[config.mk]
export PLATFORM = sky130hd
export DESIGN_NAME = framebuffer_line_rasterizer_unit_flat
export DESIGN_NICKNAME = d
export VERILOG_FILES = /design/src/sv/fblr_pkg.sv /design/src/sv/fblr_req_if.sv /design/src/sv/fblr_res_if.sv /design/src/sv/framebuffer_line_rasterizer_unit.sv /design/src/flat_wrapper.sv
export VERILOG_INCLUDE_DIRS = /design/src /design/src/sv
export SDC_FILE = /design/constraint.sdc
export NUM_CORES = 1
export LEC_CHECK = 0
export BUFFER_PORTS_ARGS = -buffer_cell sky130_fd_sc_hd__buf_4
export CAP_MARGIN = 20
export CORE_MARGIN = 3
export CORE_UTILIZATION = 25
export CTS_BUF_LIST = sky130_fd_sc_hd__clkbuf_2
export DETAILED_ROUTE_END_ITERATION = 7
export MAX_ROUTING_LAYER = met4
export PLACE_DENSITY = 0.44
export SLEW_MARGIN = 40
export SYNTH_ARGS = -nofsm -noshare
export SYNTH_HDL_FRONTEND = slang
export SYNTH_SLANG_ARGS = --single-unit
export TNS_END_PERCENT = 10
[constraint.sdc]
create_clock -name clk -period 8.8 [get_ports clk]
set_input_delay 0.44 -clock clk [delete_from_list [all_inputs] [get_ports clk]]
set_output_delay 0.44 -clock clk [all_outputs]
set_load 0.03 [all_outputs]
[src/sv/assert_macros.svh]
// Assertion macros used by the rasterizer RTL.
`ifndef ASSERT_MACROS_SVH
`define ASSERT_MACROS_SVH

`ifndef SYNTHESIS

// Property must hold at every rising clock edge outside reset.
`define ASSERT_ALWAYS(lbl, clk, rst, prop) \
  lbl: assert property (@(posedge clk) disable iff (rst) prop) \
    else $error("assertion failed");

// Condition must never be seen outside reset.
`define ASSERT_NEVER(lbl, clk, rst, cond) \
  lbl: assert property (@(posedge clk) disable iff (rst) !(cond)) \
    else $error("forbidden condition seen");

`else

`define ASSERT_ALWAYS(lbl, clk, rst, prop)
`define ASSERT_NEVER(lbl, clk, rst, cond)

`endif

`endif

[src/sv/fblr_pkg.sv]
// Types, command codes and controller states of the line rasterizer.
`default_nettype none

package fblr_pkg;

  // Coordinate, delta and decision-variable types
  typedef logic signed [10:0] coord_t;
  typedef logic        [11:0] delta_t;
  typedef logic signed [13:0] dec_t;

  // Command codes
  localparam logic [1:0] CMD_DRAW  = 2'd0;
  localparam logic [1:0] CMD_READ  = 2'd1;
  localparam logic [1:0] CMD_CLEAR = 2'd2;

  // Controller states
  typedef enum logic [3:0] {
    ST_INIT,
    ST_IDLE,
    ST_SETUP,
    ST_WALK,
    ST_DRAIN,
    ST_RD_ADDR,
    ST_RD_DATA,
    ST_CLEAR,
    ST_DONE
  } state_t;

endpackage

`default_nettype wire

[src/sv/fblr_req_if.sv]
// Request channel of the line rasterizer: command and coordinates.
`default_nettype none

interface fblr_req_if;
  logic                valid;
  logic                ready;
  logic [1:0]          cmd;
  fblr_pkg::coord_t    start_x;
  fblr_pkg::coord_t    start_y;
  fblr_pkg::coord_t    end_x;
  fblr_pkg::coord_t    end_y;
  logic                color;

  modport source (output valid, cmd, start_x, start_y, end_x, end_y, color, input ready);
  modport sink   (input valid, cmd, start_x, start_y, end_x, end_y, color, output ready);
endinterface

`default_nettype wire

[src/sv/fblr_res_if.sv]
// Result channel of the line rasterizer: pixel color and frame hit.
`default_nettype none

interface fblr_res_if;
  logic valid;
  logic ready;
  logic pixel_color;
  logic on_frame;

  modport source (output valid, pixel_color, on_frame, input ready);
  modport sink   (input valid, pixel_color, on_frame, output ready);
endinterface

`default_nettype wire

[src/sv/framebuffer_line_rasterizer_unit.sv]
// Monochrome frame store with line draw, pixel read and clear commands.
`default_nettype none
`include "assert_macros.svh"

// The frame lives in one synchronous RAM of FB_HEIGHT rows, FB_WIDTH pixels per
// row (bit x of a row is pixel x, 1 = black). Every request returns exactly one
// result. A line walks one pixel per cycle along its major axis, after a setup
// state and before a drain and a reply state. Each pixel is a read-modify-write
// of its row through the registered RAM read; back-to-back hits on the same row
// are forwarded from the last write. A pixel read passes an address and a data
// state. A clear writes one row per cycle. After reset the block sweeps all
// FB_HEIGHT rows to black before it takes its first request. A new request is
// taken as soon as the previous one has finished, even while its result still
// waits in the output register.
module framebuffer_line_rasterizer_unit #(
  parameter int FB_WIDTH  = 32,
  parameter int FB_HEIGHT = 16
) (
  input  wire          clk,
  input  wire          rst,
  fblr_req_if.sink     req,
  fblr_res_if.source   res
);

  localparam int AW = (FB_HEIGHT > 1) ? $clog2(FB_HEIGHT) : 1;
  localparam int XW = $clog2(FB_WIDTH);
  localparam logic [AW-1:0] LAST_ROW = AW'(FB_HEIGHT - 1);
  localparam logic [9:0]    W_LIM    = 10'(FB_WIDTH);
  localparam logic [9:0]    H_LIM    = 10'(FB_HEIGHT);

  fblr_pkg::state_t state, state_next;

  // Latched request and walker registers
  logic [1:0]        cmd;
  logic              color;
  fblr_pkg::coord_t  cx, cy, ex, ey;
  logic              sx_neg, sy_neg, x_major;
  fblr_pkg::dec_t    d, inc_a, inc_b;
  logic [AW-1:0]     clr_row;
  logic              rd_color, rd_on;

  // Pixel write stage
  logic              p_valid;
  logic [AW-1:0]     p_row;
  logic [XW-1:0]     p_col;
  logic              fw_valid;
  logic [AW-1:0]     fw_row;
  logic [FB_WIDTH-1:0] fw_data;

  // Frame RAM
  logic [FB_WIDTH-1:0] mem [FB_HEIGHT];
  logic [FB_WIDTH-1:0] rdata;
  logic                mem_we;
  logic [AW-1:0]       mem_waddr, mem_raddr;
  logic [FB_WIDTH-1:0] mem_wdata;

  logic accept, out_free, on_frame_c, walk_last, diag;
  logic [FB_WIDTH-1:0] px_base, px_data, clr_data;

  // Setup terms
  logic signed [11:0] dx_full, dy_full;
  fblr_pkg::delta_t   adx, ady, dmaj, dmin;
  logic               x_major_c;

  // Magnitude of a negative delta
  function automatic fblr_pkg::delta_t delta_t_neg(input logic signed [11:0] v);
    logic signed [11:0] n;
    n = -v;
    return fblr_pkg::delta_t'(n);
  endfunction

  assign accept   = req.valid && req.ready;
  assign out_free = !res.valid || res.ready;
  assign req.ready = (state == fblr_pkg::ST_IDLE);

  // Current point inside the frame
  assign on_frame_c = !cx[10] && !cy[10] && (10'(cx) < W_LIM) && (10'(cy) < H_LIM);

  // Setup arithmetic
  always_comb begin
    dx_full   = {ex[10], ex} - {cx[10], cx};
    dy_full   = {ey[10], ey} - {cy[10], cy};
    adx       = dx_full[11] ? delta_t_neg(dx_full) : fblr_pkg::delta_t'(dx_full);
    ady       = dy_full[11] ? delta_t_neg(dy_full) : fblr_pkg::delta_t'(dy_full);
    x_major_c = (adx >= ady);
    dmaj      = x_major_c ? adx : ady;
    dmin      = x_major_c ? ady : adx;
  end

  // Walk control
  assign walk_last = x_major ? (cx == ex) : (cy == ey);
  assign diag      = (d > 0);

  // Row modify with forwarding from the previous write
  always_comb begin
    px_base = (fw_valid && fw_row == p_row) ? fw_data : rdata;
    px_data = px_base;
    px_data[p_col] = ~color;
    clr_data = (state == fblr_pkg::ST_INIT) ? {FB_WIDTH{1'b1}} : {FB_WIDTH{~color}};
  end

  // RAM port selection
  assign mem_raddr = cy[AW-1:0];
  always_comb begin
    mem_we    = 1'b0;
    mem_waddr = clr_row;
    mem_wdata = clr_data;
    if (p_valid) begin
      mem_we    = 1'b1;
      mem_waddr = p_row;
      mem_wdata = px_data;
    end else if (state == fblr_pkg::ST_INIT || state == fblr_pkg::ST_CLEAR) begin
      mem_we    = 1'b1;
    end
  end

  always_ff @(posedge clk) begin
    if (mem_we) begin
      mem[mem_waddr] <= mem_wdata;
    end
    rdata <= mem[mem_raddr];
  end

  // Next state
  always_comb begin
    state_next = state;
    unique case (state)
      fblr_pkg::ST_INIT: begin
        if (clr_row == LAST_ROW) state_next = fblr_pkg::ST_IDLE;
      end
      fblr_pkg::ST_IDLE: begin
        if (accept) begin
          priority if (req.cmd == fblr_pkg::CMD_DRAW)  state_next = fblr_pkg::ST_SETUP;
          else if (req.cmd == fblr_pkg::CMD_READ)      state_next = fblr_pkg::ST_RD_ADDR;
          else if (req.cmd == fblr_pkg::CMD_CLEAR)     state_next = fblr_pkg::ST_CLEAR;
          else                                         state_next = fblr_pkg::ST_DONE;
        end
      end
      fblr_pkg::ST_SETUP:   state_next = fblr_pkg::ST_WALK;
      fblr_pkg::ST_WALK: begin
        if (walk_last) state_next = fblr_pkg::ST_DRAIN;
      end
      fblr_pkg::ST_DRAIN:   state_next = fblr_pkg::ST_DONE;
      fblr_pkg::ST_RD_ADDR: state_next = fblr_pkg::ST_RD_DATA;
      fblr_pkg::ST_RD_DATA: state_next = fblr_pkg::ST_DONE;
      fblr_pkg::ST_CLEAR: begin
        if (clr_row == LAST_ROW) state_next = fblr_pkg::ST_DONE;
      end
      fblr_pkg::ST_DONE: begin
        if (out_free) state_next = fblr_pkg::ST_IDLE;
      end
      default: state_next = fblr_pkg::ST_INIT;
    endcase
  end

  always_ff @(posedge clk) begin
    if (rst) state <= fblr_pkg::ST_INIT;
    else     state <= state_next;
  end

  // Clear sweep row counter
  always_ff @(posedge clk) begin
    if (rst) begin
      clr_row <= '0;
    end else if (state == fblr_pkg::ST_INIT || state == fblr_pkg::ST_CLEAR) begin
      clr_row <= (clr_row == LAST_ROW) ? '0 : clr_row + AW'(1);
    end
  end

  // Request latch, walker and read result
  always_ff @(posedge clk) begin
    unique case (state)
      fblr_pkg::ST_IDLE: begin
        if (accept) begin
          cmd      <= req.cmd;
          color    <= req.color;
          cx       <= req.start_x;
          cy       <= req.start_y;
          ex       <= req.end_x;
          ey       <= req.end_y;
          rd_color <= 1'b0;
          rd_on    <= 1'b0;
        end
      end
      fblr_pkg::ST_SETUP: begin
        x_major <= x_major_c;
        sx_neg  <= dx_full[11];
        sy_neg  <= dy_full[11];
        d       <= $signed({1'b0, dmin, 1'b0}) - $signed({2'b00, dmaj});
        inc_a   <= $signed({1'b0, dmin, 1'b0});
        inc_b   <= $signed({1'b0, dmin, 1'b0}) - $signed({1'b0, dmaj, 1'b0});
      end
      fblr_pkg::ST_WALK: begin
        if (!walk_last) begin
          d <= diag ? d + inc_b : d + inc_a;
          if (x_major || diag) cx <= sx_neg ? cx - 11'sd1 : cx + 11'sd1;
          if (!x_major || diag) cy <= sy_neg ? cy - 11'sd1 : cy + 11'sd1;
        end
      end
      fblr_pkg::ST_RD_DATA: begin
        rd_on    <= on_frame_c;
        rd_color <= on_frame_c && !rdata[cx[XW-1:0]];
      end
      default: begin
      end
    endcase
  end

  // Pixel write stage and forwarding register
  always_ff @(posedge clk) begin
    if (rst) begin
      p_valid  <= 1'b0;
      fw_valid <= 1'b0;
    end else begin
      p_valid  <= (state == fblr_pkg::ST_WALK) && on_frame_c;
      fw_valid <= p_valid;
    end
    p_row   <= cy[AW-1:0];
    p_col   <= cx[XW-1:0];
    fw_row  <= p_row;
    fw_data <= px_data;
  end

  // Output register
  always_ff @(posedge clk) begin
    if (rst) begin
      res.valid <= 1'b0;
    end else if (state == fblr_pkg::ST_DONE && out_free) begin
      res.valid <= 1'b1;
    end else if (res.ready) begin
      res.valid <= 1'b0;
    end
    if (state == fblr_pkg::ST_DONE && out_free) begin
      res.pixel_color <= (cmd == fblr_pkg::CMD_READ) && rd_color;
      res.on_frame    <= (cmd == fblr_pkg::CMD_READ) && rd_on;
    end
  end

  // Checks
  `ASSERT_ALWAYS(a_fwd_src, clk, rst, (p_valid && fw_valid && fw_row == p_row) |-> ($past(mem_we) && $past(mem_waddr) == p_row))
  `ASSERT_ALWAYS(a_we_state, clk, rst, mem_we |-> (p_valid || state == fblr_pkg::ST_INIT || state == fblr_pkg::ST_CLEAR))
  `ASSERT_NEVER(a_px_idle, clk, rst, (state == fblr_pkg::ST_IDLE) && p_valid)
  `ASSERT_ALWAYS(a_reply, clk, rst, (state == fblr_pkg::ST_DONE && out_free) |=> res.valid)

endmodule

`default_nettype wire
[src/flat_wrapper.sv]
// flat-port wrapper written by rule: the top's interface ports become plain ports
module framebuffer_line_rasterizer_unit_flat 
#(
  parameter int FB_WIDTH  = 32,
  parameter int FB_HEIGHT = 16
)
  (clk, rst, req_valid, req_cmd, req_start_x, req_start_y, req_end_x, req_end_y, req_color, req_ready, res_valid, res_pixel_color, res_on_frame, res_ready);
  fblr_req_if req_i ();
  fblr_res_if res_i ();
  input  wire clk;
  input  wire rst;
  input wire logic [$bits(req_i.valid)-1:0] req_valid;
  input wire logic [$bits(req_i.cmd)-1:0] req_cmd;
  input wire logic [$bits(req_i.start_x)-1:0] req_start_x;
  input wire logic [$bits(req_i.start_y)-1:0] req_start_y;
  input wire logic [$bits(req_i.end_x)-1:0] req_end_x;
  input wire logic [$bits(req_i.end_y)-1:0] req_end_y;
  input wire logic [$bits(req_i.color)-1:0] req_color;
  output wire logic [$bits(req_i.ready)-1:0] req_ready;
  output wire logic [$bits(res_i.valid)-1:0] res_valid;
  output wire logic [$bits(res_i.pixel_color)-1:0] res_pixel_color;
  output wire logic [$bits(res_i.on_frame)-1:0] res_on_frame;
  input wire logic [$bits(res_i.ready)-1:0] res_ready;
  assign req_i.valid = req_valid;
  assign req_i.cmd = req_cmd;
  assign req_i.start_x = req_start_x;
  assign req_i.start_y = req_start_y;
  assign req_i.end_x = req_end_x;
  assign req_i.end_y = req_end_y;
  assign req_i.color = req_color;
  assign req_ready = req_i.ready;
  assign res_valid = res_i.valid;
  assign res_pixel_color = res_i.pixel_color;
  assign res_on_frame = res_i.on_frame;
  assign res_i.ready = res_ready;
  framebuffer_line_rasterizer_unit #(.FB_WIDTH(FB_WIDTH), .FB_HEIGHT(FB_HEIGHT)) u_core (.clk(clk), .rst(rst), .req(req_i), .res(res_i));
endmodule
* Word level (Yosys, flattened, before mapping)
Memory sizes are Yosys's and may differ from the RTL's. A register that Yosys moved wholly into a read port is not among the register bits. Cells that the tools add are included.
Cells by class: add/subtract/negate cells 13, order comparisons 7, equality and inequality tests 23, multiplexer cells 47, bitwise operators 1, reduce and logical (&&, ||, !) cells 33
Operators by type and width (count):
- 32-bit 2-to-1 mux | 3
- 11-bit 2-to-1 mux | 8
- 12-bit 2-to-1 mux | 4
- 11-bit case mux with 2 select lines | 2
- 4-bit 2-to-1 mux | 10
- 32-bit bitwise mux | 1
- 4-bit case mux with 8 select lines | 1
- 14-bit adder | 2
- 14-bit 2-to-1 mux | 2
- 14-bit case mux with 2 select lines | 1
- 12-bit negation | 2
- 11-bit by 11-bit subtractor with 12-bit output | 2
- 11-bit by 2-bit adder with 11-bit output (second input constant) | 2
- 11-bit equality test | 2
- 11-bit by 2-bit subtractor with 11-bit output (second input constant) | 2
- 4-bit by 3-bit equality test with 1-bit output (second input constant) | 4
- 14-bit by 1-bit > comparator with 1-bit output (second input constant) | 1
- 13-bit by 12-bit subtractor with 14-bit output | 1
- 13-bit by 13-bit subtractor with 14-bit output | 1
- 12-bit >= comparator | 1
- 1-bit logical AND | 11
- 1-bit 2-to-1 mux | 11
- 10-bit by 5-bit < comparator with 1-bit output (second input constant) | 1
- 10-bit by 6-bit < comparator with 1-bit output (second input constant) | 1
- 25 further kinds | 48
Storage, ports and cells: flip-flop bits (word level) 150, bits in writable memories 512, output and inout bits 4, logic and storage cells 150, memories kept 1
Memories:
- u_core.mem | words 16, width 32, read ports 1, clocked after memory_dff 1, write ports 1, RTL line framebuffer_line_rasterizer_unit.sv:51 | logic [FB_WIDTH-1:0] mem [FB_HEIGHT];

* Depth between registers and ports, before layout
Gate-level depths: netlist (run 1).
depth after elaboration 7, depth in mapped cells 39, depth with buffers taken out 36

* Worst setup path after synthesis (run 1)
Ideal clock, no wire load.
kind reg-to-reg, start register u_core.cy[1], end register u_core.d[12] (data pin), setup time 0.266 ns, data arrival time 7.935 ns, required time 8.534 ns, setup slack 0.599 ns, cell stages (with the launch flop) 37, period minus slack after synthesis 8.201 ns, cells stage by stage edfxtp_1 > clkbuf_1 > clkbuf_1 > inv_1 > ha_1 > nand2b_1 > a21oi_1 > o211ai_1 > a22oi_1 > clkbuf_1 > nor2_1 > xnor2_1 > inv_1 > ha_1 > a21o_1 > a31oi_1 > o22ai_1 > o21ai_1 > nand3_1 > mux2_2 > and3_4 > a211oi_4 > clkbuf_1 > clkbuf_1 > buf_1 > nand2_1 > o21ai_0 > fa_1 > a21oi_1 > maj3_1 > maj3_1 > mux2i_1 > a21oi_1 > o31ai_1 > o41a_1 > xor2_1 > o21ai_1
Between the ends: longest elaborated chain between the ends 7, elaborated cells between the ends (all ways) 8
RTL lines:
- from (decl) | RTL line framebuffer_line_rasterizer_unit.sv:36 | fblr_pkg::coord_t cx, cy, ex, ey;
- from (signal assigned) | RTL line framebuffer_line_rasterizer_unit.sv:178 | cy <= req.start_y;
- from (signal assigned) | RTL line framebuffer_line_rasterizer_unit.sv:197 | if (!x_major || diag) cy <= sy_neg ? cy - 11'sd1 : cy + 11'sd1;
- 11-bit by 11-bit subtractor with 12-bit output (*) | RTL line framebuffer_line_rasterizer_unit.sv:82 | dy_full = {ey[10], ey} - {cy[10], cy};
- 12-bit negation | RTL line framebuffer_line_rasterizer_unit.sv:68 | n = -v;
- 12-bit 2-to-1 mux (*) | RTL line framebuffer_line_rasterizer_unit.sv:84 | ady = dy_full[11] ? delta_t_neg(dy_full) : fblr_pkg::delta_t'(dy_full);
- 12-bit >= comparator | RTL line framebuffer_line_rasterizer_unit.sv:85 | x_major_c = (adx >= ady);
- 12-bit 2-to-1 mux, on equally long branches | RTL line framebuffer_line_rasterizer_unit.sv:87, framebuffer_line_rasterizer_unit.sv:86
- 13-bit by 12-bit subtractor with 14-bit output (*) | RTL line framebuffer_line_rasterizer_unit.sv:189 | d <= $signed({1'b0, dmin, 1'b0}) - $signed({2'b00, dmaj});
- 14-bit case mux with 2 select lines (*) | RTL line framebuffer_line_rasterizer_unit.sv:172 | unique case (state)
- to (signal assigned) | RTL line framebuffer_line_rasterizer_unit.sv:189
- to (signal assigned) | RTL line framebuffer_line_rasterizer_unit.sv:195 | d <= diag ? d + inc_b : d + inc_a;
- to (decl) | RTL line framebuffer_line_rasterizer_unit.sv:38 | fblr_pkg::dec_t d, inc_a, inc_b;
Mark *: on every way between the ends. The rest lies on a longest branch, timed or not. A chain may end at the register's enable or synchronous reset.

* Worst setup path after layout (run 1)
start register u_core.cx[4], end register u_core.d[12] (data pin)
Between the ends: longest elaborated chain between the ends 7, elaborated cells between the ends (all ways) 8
RTL lines:
- from (decl) | RTL line framebuffer_line_rasterizer_unit.sv:36
- from (signal assigned) | RTL line framebuffer_line_rasterizer_unit.sv:177 | cx <= req.start_x;
- from (signal assigned) | RTL line framebuffer_line_rasterizer_unit.sv:196 | if (x_major || diag) cx <= sx_neg ? cx - 11'sd1 : cx + 11'sd1;
- 11-bit by 11-bit subtractor with 12-bit output (*) | RTL line framebuffer_line_rasterizer_unit.sv:81 | dx_full = {ex[10], ex} - {cx[10], cx};
- 12-bit negation | RTL line framebuffer_line_rasterizer_unit.sv:68
- 12-bit 2-to-1 mux (*) | RTL line framebuffer_line_rasterizer_unit.sv:83 | adx = dx_full[11] ? delta_t_neg(dx_full) : fblr_pkg::delta_t'(dx_full);
- 12-bit >= comparator | RTL line framebuffer_line_rasterizer_unit.sv:85
- 12-bit 2-to-1 mux, on equally long branches | RTL line framebuffer_line_rasterizer_unit.sv:87, framebuffer_line_rasterizer_unit.sv:86
- 13-bit by 12-bit subtractor with 14-bit output (*) | RTL line framebuffer_line_rasterizer_unit.sv:189
- 14-bit case mux with 2 select lines (*) | RTL line framebuffer_line_rasterizer_unit.sv:172
Marks and branches as above.

==> flow_metrics.py, run 1 <==
metrics = {
    "die": {
        "die_h_um": 359,
        "die_width_um": 359,
        "die_area_um2": 129000,
        "rows": 128,
        "start_util_pct": 25.4,
        "core_um2": 123000,
        "ios": 55,
    },
    "critical_path": {
        "worstPathMaxFanout": 9,
        "arrival_ns": 9.11,
        "cp-end-kind": "flop",
        "cp.required_ns": 9.84,
        "crit_top_cell": "a21oi_1",
        "worst-setup-path-type": "flop to flop",
        "startpoint_type": "flop",
        "critPathMaxStageDelay_ns": 0.46,
        "critPathSlowestCell": "or3_4",
    },
    "cells_and_area": {
        "drive_gt1_share_pct": 27.5,
        "nNetsFinal": 2393,
        "final_area_um2": 36500,
        "area_growth_syn_to_layout_pct": 17.4,
    },
    "timing": {
        "slew_viol_final": 0,
        "post-route-min-period_ns": 8.07,
        "max_freq_ghz": 0.124,
        "fin_ws_ns": 0.729,
        "rsz0062_at_grt": "no",
        "fin_setup_tns_ns": 0,
        "max-slew-margin-rel_pct": 44.0,
        "worst_pin_slew_ns": 0.832,
        "setup-violations-final": 0,
        "finClkSkew_ns": 0.115,
        "fin_crit_sh_pct": 91.7,
        "hold_viol": 0,
    },
    "route": {
        "drt-initial-drc-count": 1113,
        "ant_nets": 0,
        "post_drt_wl_per_cell_um": 21.2,
        "drt_wl_total_mm": 85.6,
        "dr.pass1.iters": 5,
        "drc": 0,
        "viasPerCell": 4.52,
        "routed-via-count": 18300,
    },
    "global_route": {
        "grt_max_degree": 74,
        "grt-ovfl-total": 0,
        "antenna_found_initial": 2,
        "grt_usage_pct": 13.7,
        "grt_pass1_vias": 19400,
        "grt_pass1_wl_mm": 126,
    },
    "yosys": {
        "async_flop_share_pct": 0,
        "synth_ff_type": "edfxtp_1",
        "syn_nets": 2107,
        "ys_warn_count": 0,
        "synthesis.area_um2": 31100,
        "yosysUniqueCellTypes": 88,
        "yosysSeqAreaShare_pct": 64.0,
        "synth_edf_count": 605,
        "syn_area_per_cell_um2": 15.8,
        "synth_seq_cells": 693,
        "synth_cells": 1973,
    },
    "power": {
        "leakagePower_nw": 12.8,
        "irDropWorstVdd_mv": 0.389,
        "total_power_w": 0.0156,
        "powerDensity_nw_per_um2": 426,
    },
    "cts": {
        "cts_tree": "yes",
        "htreeDepth": 4,
        "cts_buffers": 177,
        "clk_path_buf_depth": 3,
        "clk_latency_ns": 1.39,
        "cts_num_sinks": 693,
        "postCtsResizedCells": 0,
        "post_cts_buffers": 0,
        "clockRootBuffer": "clkbuf_2",
        "path_clk_slew_ns": 0.09,
        "cts_hold_buf": 98,
    },
    "placement": {
        "gp_congestion": 0.831,
        "dp_hpwl_mm": 52.0,
        "dpl_cell_area_um2": 33800,
        "io_buffers": 54,
        "pre_cts_ws_ns": 0.695,
    },
    "worst_hold_path": {
        "hold_class": "input pin to flop",
    },
    "flow_run": {
        "cap_violations": 0,
    },
    "outcome": {
        "status": "finished clean",
    },
}
==> cell usage after synthesis (24+ instances only) <==
cell	number	area share (%)
edfxtp_1	605	58
mux4_2	170	12
nor2_1	106	1.3
nand2_1	89	1.1
dfxtp_1	88	5.7
a21oi_1	82	1.3
ha_1	77	3.1
inv_1	76	0.92
clkbuf_1	65	0.78
o21ai_0	57	0.92
a21o_1	52	1.3
xnor2_1	52	1.5
mux2i_1	45	1.4
a31oi_1	31	0.62
nor3_1	31	0.50
xor2_1	31	0.87
mux2_2	30	1.1
nand2b_1	24	0.48
==> worst max-delay path: cells and delay by family, from the launching register on <==
family,cells,cell delay [ns]
mux,2,0.47
flops,1,0.44
compound gates,12,2.82
simple gates,7,1.38
xor+xnor,2,0.60
fa+ha+maj,5,1.78
buf+inv,2,0.33
==> area by class of cell <==
cell class | count | area, um^2
multi-input combinational | 1112 | 10800
sequential | 693 | 19900
antenna | 5 | 12.5
clock inverter | 49 | 308
tap | 1625 | 2030
timing repair buffer | 195 | 1780
clock buffer | 284 | 1420
inverter | 80 | 300
fill | 12400 | 86100
==> kinds of logic after synthesis <==
group                    count (synthesis)  share of synthesized area [%]
XOR/XNOR                                85                           2.44
AO/OA/AOI/OAI                          325                           6.94
multiplexers                           246                           14.9
AND/OR/NAND/NOR                        368                           5.98
buffers and inverters                  168                           2.06
adder cells (fa/ha/maj)                 88                           3.64
flip-flops                             693                           64.0
==> stage by stage <==
stage / util (%) / cells / hold WS (ns)
2_1_floorplan: - / 1973 / 0.364
6_report: 29.8 / 4043 / 0.175
3_3_place_gp: 27.5 / 3605 / 0.377
3_5_place_dp: 27.6 / 3607 / 0.396
5_1_grt: 29.8 / 4043 / 0.0282
4_1_cts: 29.8 / 4038 / 0.00764
==> worst paths after layout <==
check        depth (start not counted)  slack (ns)                to            start
max                                 30        0.73      u_core.d[12]     u_core.cx[4]
min                                  4        0.17      u_core.cy[3]   req_start_y[3]
max reg2reg                         30        0.73      u_core.d[12]     u_core.cx[4]
min reg2reg                          0        0.42  u_core.fw_row[1]  u_core.p_row[1]
==> routing by layer <==
| metal | routed length [um] | track usage, % | up-vias |
|---|---|---|---|
| li1 | - | - | 8454 |
| met1 | 37900 | 17.1 | 9218 |
| met2 | 41900 | 22.3 | 468 |
| met3 | 3890 | 3.00 | 145 |
| met4 | 1950 | 4.27 | 0 |
| met5 | 0 | - | - |
==> state kept, by name, summed over array words and instances, names as in the netlist, 2 cells and up <==
register,count
u_core.rdata,32
u_core.ex,11
u_core.state,4
u_core.mem,512
u_core.inc_b,13
u_core.p_row,4
u_core.cx,11
u_core.clr_row,4
u_core.ey,11
u_core.d,14
u_core.fw_data,32
u_core.cmd,2
u_core.p_col,5
u_core.inc_a,12
u_core.cy,11
u_core.fw_row,4
==> layout by cell type (no fill, tap or decap), drive strengths merged, types with 22 or more instances in the layout <==
| cell type | instances |
|---|---|
| a21o | 52 |
| a21oi | 83 |
| a31oi | 31 |
| buf | 97 |
| clkbuf | 284 |
| clkinv | 41 |
| dfxtp | 88 |
| dlygate4sd3 | 98 |
| edfxtp | 605 |
| ha | 77 |
| inv | 86 |
| mux2 | 31 |
| mux2i | 45 |
| mux4 | 170 |
| nand2 | 89 |
| nand2b | 24 |
| nand3 | 22 |
| nor2 | 106 |
| nor3 | 32 |
| o21ai | 76 |
| xnor2 | 54 |
| xor2 | 31 |
==> report_power, final <==
part | internal (W) | switching, W
logic | 0.00324 | 0.00499
registers | 0.00481 | 0.000228
clock network | 0.000933 | 0.00138
total | 0.00898 | 0.00659
Power figures use the tool's default switching activity.
==> run 2: changes to the inputs <==
--- a/config.mk
+++ b/config.mk
@@ -6,14 +6,14 @@
 export SDC_FILE = /design/constraint.sdc
 export NUM_CORES = 1
 export LEC_CHECK = 0
-export BUFFER_PORTS_ARGS = -buffer_cell sky130_fd_sc_hd__buf_4
+export BUFFER_PORTS_ARGS = -buffer_cell sky130_fd_sc_hd__buf_2
 export CAP_MARGIN = 20
 export CORE_MARGIN = 3
-export CORE_UTILIZATION = 25
+export CORE_UTILIZATION = 35
 export CTS_BUF_LIST = sky130_fd_sc_hd__clkbuf_2
 export DETAILED_ROUTE_END_ITERATION = 7
 export MAX_ROUTING_LAYER = met4
-export PLACE_DENSITY = 0.44
+export PLACE_DENSITY = 0.55
 export SLEW_MARGIN = 40
 export SYNTH_ARGS = -nofsm -noshare
 export SYNTH_HDL_FRONTEND = slang
==> run 2 against run 1 <==
Effect of this change:
- global-route usage increased by 3.9 points
- final area decreased by 2.1%
- sequential share of layout area increased by 1.2 points
- critical path type unchanged
- routed wire length decreased by 7.8%
- via count increased by 1.3%
- highest routed layer unchanged
- worst setup slack improved by 0.14 ns
- maximum frequency increased by 1.7%
- final cell count decreased by 12%
- non-clock buffer count increased by 2
==> flow_metrics.py, run 2 (same netlist as run 1, synthesis figures left out) <==
metrics = {
    "cts": {
        "clockRootBuffer": "clkbuf_2",
        "cts_num_sinks": 693,
        "cts_tree": "yes",
        "postCtsResizedCells": 0,
        "post_cts_buffers": 0,
        "cts_hold_buf": 101,
        "htreeDepth": 4,
        "cts_buffers": 176,
        "clk_latency_ns": 1.40,
        "clk_path_buf_depth": 3,
        "path_clk_slew_ns": 0.10,
    },
    "placement": {
        "gp_congestion": 0.851,
        "io_buffers": 54,
        "dp_hpwl_mm": 46.9,
        "pre_cts_ws_ns": 0.851,
    },
    "critical_path": {
        "worstPathMaxFanout": 8,
        "cp-endpoint": "u_core.d[12]",
        "startpoint": "u_core.cx[4]",
        "cp_top_family": "compound AO/OA/AOI/OAI gates",
        "timing.rr.end": "u_core.d[12]",
        "critPathMaxStageDelay_ns": 0.45,
        "crit_top_cell": "a21oi_1",
        "arrival_ns": 9.00,
        "worst-setup-path-type": "flop to flop",
        "cp-end-kind": "flop",
        "cp.required_ns": 9.86,
        "cp_num_buf_inv": 3,
        "cp.depth": 31,
        "reg2reg_from": "u_core.cx[4]",
        "reg2reg_slack_ns": 0.87,
        "critPathSlowestCell": "or3_4",
        "worstRegToRegCells": 31,
        "startpoint_type": "flop",
    },
    "route": {
        "post_drt_wl_per_cell_um": 22.2,
        "drt-initial-drc-count": 1502,
        "ant_nets": 0,
        "drc": 0,
        "dr.pass1.iters": 5,
        "drt_wl_total_mm": 79.0,
        "routed-via-count": 18500,
        "viasPerCell": 5.21,
    },
    "timing": {
        "rsz0062_at_grt": "no",
        "holdWs_ns": 0.253,
        "hold_viol": 0,
        "post-route-min-period_ns": 7.93,
        "worst_pin_slew_ns": 0.845,
        "setup-violations-final": 0,
        "max_freq_ghz": 0.126,
        "fin_setup_tns_ns": 0,
        "fin_crit_sh_pct": 90.2,
        "slew_viol_final": 0,
        "fin_ws_ns": 0.867,
        "finClkSkew_ns": 0.142,
        "max-slew-margin-rel_pct": 43.6,
    },
    "flow_run": {
        "cap_violations": 0,
    },
    "cells_and_area": {
        "seq_area_um2": 19900,
        "final_cell_mix": "edfxtp_1, clkbuf_2, mux4_2",
        "drive_gt1_share_pct": 26.8,
        "multi_input_area_um2": 10800,
        "nNetsFinal": 2394,
        "area_growth_syn_to_layout_pct": 14.9,
        "largest_register_ffs": 512,
        "reg_top3": "u_core.mem (512), u_core.fw_data (32), u_core.rdata (32)",
        "final_util_pct": 40.9,
        "largest_register": "u_core.mem",
        "fillers": 8054,
        "final_common_cell": "edfxtp_1",
    },
    "die": {
        "start_util_pct": 35.6,
        "die_h_um": 304,
        "die_width_um": 304,
        "rows": 108,
        "die_area_um2": 92500,
        "core_um2": 87400,
        "ios": 55,
    },
    "global_route": {
        "antenna_found_initial": 1,
        "grt_pass1_vias": 19100,
        "grt_usage_pct": 17.6,
        "grt-ovfl-total": 0,
        "grt_max_degree": 131,
        "grt_pass1_wl_mm": 119,
    },
    "worst_hold_path": {
        "hold_class": "input pin to flop",
    },
    "outcome": {
        "status": "finished clean",
    },
}
[run 2: worst reg2reg max path, delay by kind of cell (launching register included)]
family	cells	cell delay, ns
AO/OA/AOI/OAI	11	2.44
AND/OR/NAND/NOR	8	1.58
adder cells (fa/ha/maj)	5	1.80
flip-flops	1	0.43
multiplexers	2	0.49
buffers and inverters	3	0.52
XOR/XNOR	2	0.45
[run 2: how the worst min path moves through the flow]
stage                       endpoint  slack, ns            start  cells past startpoint
finish               u_core.state[3]       0.25        req_valid                      4
global route         u_core.state[3]       0.12        req_valid                      4
CTS                  u_core.state[3]       0.02        req_valid                      4
detailed placement   u_core.p_col[4]       0.40     u_core.cx[4]                      0
global placement    u_core.fw_row[0]       0.37  u_core.p_row[0]                      0
floorplan           u_core.fw_row[0]       0.36  u_core.p_row[0]                      0
[run 2: layout make-up]
type | instances | area share, %
Sequential cell | 693 | 55.7
Clock inverter | 64 | 1.03
Multi-Input combinational cell | 1112 | 30.1
Timing Repair Buffer | 197 | 4.71
Clock buffer | 254 | 3.55
Inverter | 80 | 0.840
Antenna cell | 1 | 0.00700
Tap cell | 1155 | 4.04
[run 2: layer usage]
metal,vias up,wire [um],track usage (%)
met4,0,1560,5.47
met5,-,0,-
li1,8444,-,-
met2,546,38100,27.7
met1,9418,34700,23.0
met3,111,4540,3.74
[run 2: per-stage QoR]
step                      cell area, um^2  cells
after floorplan                     31100   1973
after global placement              32900   3132
after detailed placement            33000   3134
after CTS                           35700   3553
after global routing                35800   3556
final                               35800   3556
Power of run 2 is not shown: default switching activity piles up to over one toggle a cycle in this logic, so the estimate is an artifact.
